**src/design/mfu_count_ram.sv**
```systemverilog
// Use-count store: single write port, single read port, registered read.
// No dependencies.
`default_nettype none

module mfu_count_ram #(
  parameter int DEPTH = 256,
  parameter int AW    = 8,
  parameter int DW    = 16
) (
  input  wire logic          clk,
  input  wire logic          we,
  input  wire logic [AW-1:0] waddr,
  input  wire logic [DW-1:0] wdata,
  input  wire logic [AW-1:0] raddr,
  output logic      [DW-1:0] rdata
);

  logic [DW-1:0] mem [DEPTH];

  always_ff @(posedge clk) begin
    if (we) begin
      mem[waddr] <= wdata;
    end
  end

  always_ff @(posedge clk) begin
    rdata <= mem[raddr];
  end

endmodule

`default_nettype wire

```
**config.mk**
```make
export PLATFORM = sky130hd
export DESIGN_NAME = mfu_count_ram
export DESIGN_NICKNAME = d
export VERILOG_FILES = /design/src/design/mfu_count_ram.sv
export SDC_FILE = /design/constraint.sdc
export NUM_CORES = 2
export LEC_CHECK = 0
export BUFFER_PORTS_ARGS = -buffer_cell sky130_fd_sc_hd__clkbuf_2
export CORE_ASPECT_RATIO = 2
export CORE_MARGIN = 2
export CORE_UTILIZATION = 55
export CTS_BUF_LIST = sky130_fd_sc_hd__clkbuf_8
export DETAILED_ROUTE_END_ITERATION = 6
export PLACE_DENSITY_LB_ADDON = 0.08
export SLEW_MARGIN = 20
export SYNTH_ARGS = -nofsm -noshare
export SYNTH_HDL_FRONTEND = slang
export SYNTH_SLANG_ARGS = --single-unit
```
**constraint.sdc**
```tcl
create_clock -name clk -period 2.39 [get_ports clk]
set_input_delay 0 -clock clk [delete_from_list [all_inputs] [get_ports clk]]
set_output_delay 0 -clock clk [all_outputs]
set_load 0.03 [all_outputs]
```
# --- Word-level counts from Yosys, hierarchy flattened ---
# Memories as Yosys holds them, arrays and structs flattened. A register that Yosys moved wholly into a read port is not among the register bits.
# Index checks and enable logic that the tools add are counted.
classes:
  muxes: 2
op_table:
  columns: ["op", "count"]
  rows:
  - ["two-way mux 1 bit", 2]
totals:
  regBits: 0
  ram_bits: 4096
  input_bits: 34
  out_inout_bits: 16
  memories: 1
mem_list:
  columns: ["name", "depth", "width", "read_ports", "rd_clocked_by_memory_dff", "write_ports", "line", "source"]
  rows:
  - ["mem", 256, 16, 1, 1, 1, "18", "logic [DW-1:0] mem [DEPTH];"]

# --- Longest topological paths before layout ---
logic_depth:
  ltp_word: 2
  depth_mapped: 12

# --- Worst setup path after synthesis ---
# Ideal clock, no wire load.
synth_timing:
  path_kind: "input to register"
  start: "input port waddr[3]"
  end: "memory mem[235][0] (enable)"
  setup_ps: 388
  t_arrival_ps: 1777
  required_ps: 2002
  slack_ps: 225
  stages: 6
  cell_sequence: "clkbuf_1 > nor2b_1 > clkbuf_1 > nand4_1 > clkbuf_1 > nor2_1"
synth_lines:
  columns: ["item", "line", "source"]
  rows:
  - ["start, declared", "12", "input wire logic [AW-1:0] waddr,"]
  - ["end, declared", "18", null]
# No word-level cell before the write port.

==> qor.txt <==
Status = finished with violations
Failing checks = setup timing
Vias = 82110
Max-cap viol count = 0
CP required = 3320 ps
TritonCTS buffer count = 566
Peak supply drop = 0.5288 mV
Die width = 383.9 um
Antenna-violating nets left = 0
Yosys warnings = 0
GPL Wtd Cong = 0.9624
Port-buffer cells = 49
Period minus WS final = 2456 ps
Pwr dens = 762.8 mW/mm^2
Area Growth Syn to Fin = 15.36%
Final Setup Violations = 5
Drt pass-1 iters = 6
Ys async rst share = 0%
Crit-path max FO = 1
Setup Skew = 56.86 ps
Die Height = 763.7 um
Largest buffer count on any clock path = 4
Mapped cell area = 0.1587 sq mm
First-pass GRT wire length = 639.1 mm
Post-synth top flop = edfxtp_1
DIE AREA = 0.2931 sq mm
Final instance area = 0.1831 sq mm
Lkg Pwr = 60.16 nW
I/O pins = 50
Core Region = 0.2880 sq mm
Final nets = 8686
Setup crit start = mem[2][10]
DP Area = 0.1715 sq mm
Mapped Avg Cell Area = 21.56 sq um
Slew Limit Fails = 0
Row cnt = 279
Final Hold Vio Count = 0
Flop and latch count out of synthesis = 4112
Vias in the first global route = 84640
Setup Crit Path Kind = flip-flop to flip-flop
HP Class = input pin to flip-flop
GRT Residual Overflow = 0
Place WS = -1221 ps
Placed insts = 11820
Syn Inst Count = 7360
Antenna violations before repair = 13
Measured slew at the worst slew-check pin = 1091 ps
Total detailed-routing wirelength = 457.3 mm
Crit. End Element = flip-flop
Postcts setup bufs = 0
Post-synth EDFFs = 4096
Register area share after synthesis = 77.70%
Hpwl dp = 302.8 mm
Mapped Nets = 7394
Yosys cell types = 52
H-tree levels = 6
Pin count of the biggest net entering global routing = 97
RSZ-0062 raised after global routing = yes
DRC = 0
Share of layout cells above drive strength 1 = 31.32%
1st-iter DRT viols = 8729
Non-Filler Instances = 12890
RR Startpoint = mem[2][10]
CTS tree = yes
Mean routed wirelength per cell = 35.49 um
Clk sinks = 4112
Number of vias per cell = 6.371
Final period util = 102.7%
Worst-Skew Late Latency = 1080 ps
Initial Util = 55.11%
GR Util All Layers = 31.38%
Max_slew headroom = 26.73%
WP data arrival = 3390 ps
Worst-path clk slew = 70 ps
Setup TNS = -179.8 ps
Final WS setup = -65.57 ps
F_max = 407.2 MHz
Clk root buf = clkbuf_8
Min-delay src = wdata[5]
Crit path launch type = flip-flop
-- metal layers --
layer / global-route usage [%] / vias to the layer above / wire length [um]
li1: - / 33910 / -
met1: 36.02 / 43560 / 152800
met2: 53.76 / 3612 / 236200
met3: 4.071 / 1015 / 27370
met4: 23.59 / 10 / 40920
met5: 0 / - / 68
-- per-stage QoR --
stage	utilization (%)	total power (W)	hold slack, ps
CTS	63.48	0.1404	0.1948
detailed placement	59.54	0.08992	392.7
floorplan	-	0.08510	98.87
global route	63.57	0.1433	40.25
global placement	59.54	0.08980	388.7
finish	63.57	0.1397	39.38
-- cell families after synthesis --
family | Yosys count | share of synthesized area, %
AOI/OAI and AO/OA | 786 | 3.537
buffers and inverters | 456 | 1.693
DFF | 4112 | 77.70
muxes | 1450 | 15.50
and+or+nand+nor | 556 | 1.574
-- state kept, by name, indices dropped and copies added, names as in the netlist --
register,flops
rdata,16
mem,4096
-- power by group --
group	internal [W]	switching (W)
clock network	0.0250	0.0260
logic	0.00348	0.00565
registers	0.0795	0.000119
-- cell type report --
cell class	instances	area [sq um]
Clock buffer	591	8134
Fill cell	19750	104900
Inverter	4	27.53
Clock inverter	402	2202
Sequential cell	4112	123300
Timing Repair Buffer	1176	11120
Antenna cell	17	42.54
Tap cell	3793	4746
Multi-Input combinational cell	2792	33500
-- cell usage in the layout, fill, tap and decap left out, types with 11 or more instances in the layout --
| master | count |
|---|---|
| nor4_1 | 12 |
| mux2_2 | 84 |
| a22oi_1 | 31 |
| diode_2 | 17 |
| o221ai_1 | 252 |
| clkbuf_2 | 28 |
| clkbuf_8 | 592 |
| o31ai_1 | 13 |
| a22oi_2 | 12 |
| inv_1 | 170 |
| a21oi_1 | 174 |
| a211oi_1 | 18 |
| dfxtp_1 | 16 |
| nor3_1 | 80 |
| bufinv_16 | 19 |
| buf_8 | 18 |
| dlygate4sd3_1 | 49 |
| a22o_1 | 21 |
| mux2i_1 | 565 |
| o21ai_0 | 31 |
| nand2_1 | 34 |
| nand4_1 | 26 |
| buf_12 | 163 |
| nor2_2 | 36 |
| clkinv_2 | 57 |
| and3_1 | 11 |
| o22ai_1 | 148 |
| a221oi_1 | 19 |
| clkinv_1 | 127 |
| mux4_2 | 797 |
| edfxtp_1 | 4096 |
| nor3_2 | 12 |
| nand3_1 | 26 |
| nor2_1 | 267 |
| buf_4 | 906 |
| clkinvlp_4 | 22 |
-- synthesized netlist by cell type (2+ instances only) --
library cell  number  area share (%)
o22ai_1          148            0.58
mux4_2           797              11
buf_4             26            0.12
nor4_1            17           0.067
a21o_1             2          0.0095
nand3_1           35            0.11
a211oi_1          18           0.085
inv_1              3          0.0071
nor4bb_1           2           0.013
nand4_1           26            0.10
a22o_1            32            0.18
buf_8             11            0.10
a2111oi_0          6           0.033
buf_2             76            0.24
o21ai_0           37            0.12
and3_1            11           0.043
nand4b_1           3           0.017
nand2_1           38           0.090
mux2i_1          565             3.6
or3_1              2          0.0079
dfxtp_1           16            0.20
mux2_2            88            0.62
buf_12             5           0.063
and4_1             2           0.011
o32ai_1           20            0.11
o31ai_1           16           0.076
a31oi_1            6           0.024
clkbuf_1         230            0.54
nor2b_1            9           0.035
edfxtp_1        4096              77
a22oi_1           43            0.20
buf_1             27           0.064
a221oi_1          28            0.15
nand2b_1           3           0.012
nor2_1           304            0.72
nor3_1            92            0.29
a21oi_1          175            0.55
or2_2              4           0.016
o221ai_1         252             1.4
buf_6             77            0.55
-- worst max-delay path, cell delays in order, from the launching register on --
cell and delay (ps):
edfxtp_1 360, mux4_2 480, mux2_4 290, a22oi_2 430
buf_4 230, nand2_4 70, o32ai_4 360, nor4_2 100
-- final timing paths --
path / to / slack (ps) / depth (start not counted)
setup / recovery: rdata[10] / -70 / 7
hold / removal: mem[16][5] / 40 / 2
setup reg to reg: rdata[10] / -70 / 7
hold reg to reg: rdata[1] / 1060 / 6
-- repair_timing --
action / in CTS / in global routing
gates cloned: 0 / 0
hold endpoints to repair: 6292 / 0
resized for setup: 61 / 44
endpoints found under the setup margin: 15 / 16
hold buffers: 56 / 0
pin swaps: 20 / 16
No activity file was read; power rests on OpenSTA's default activity.
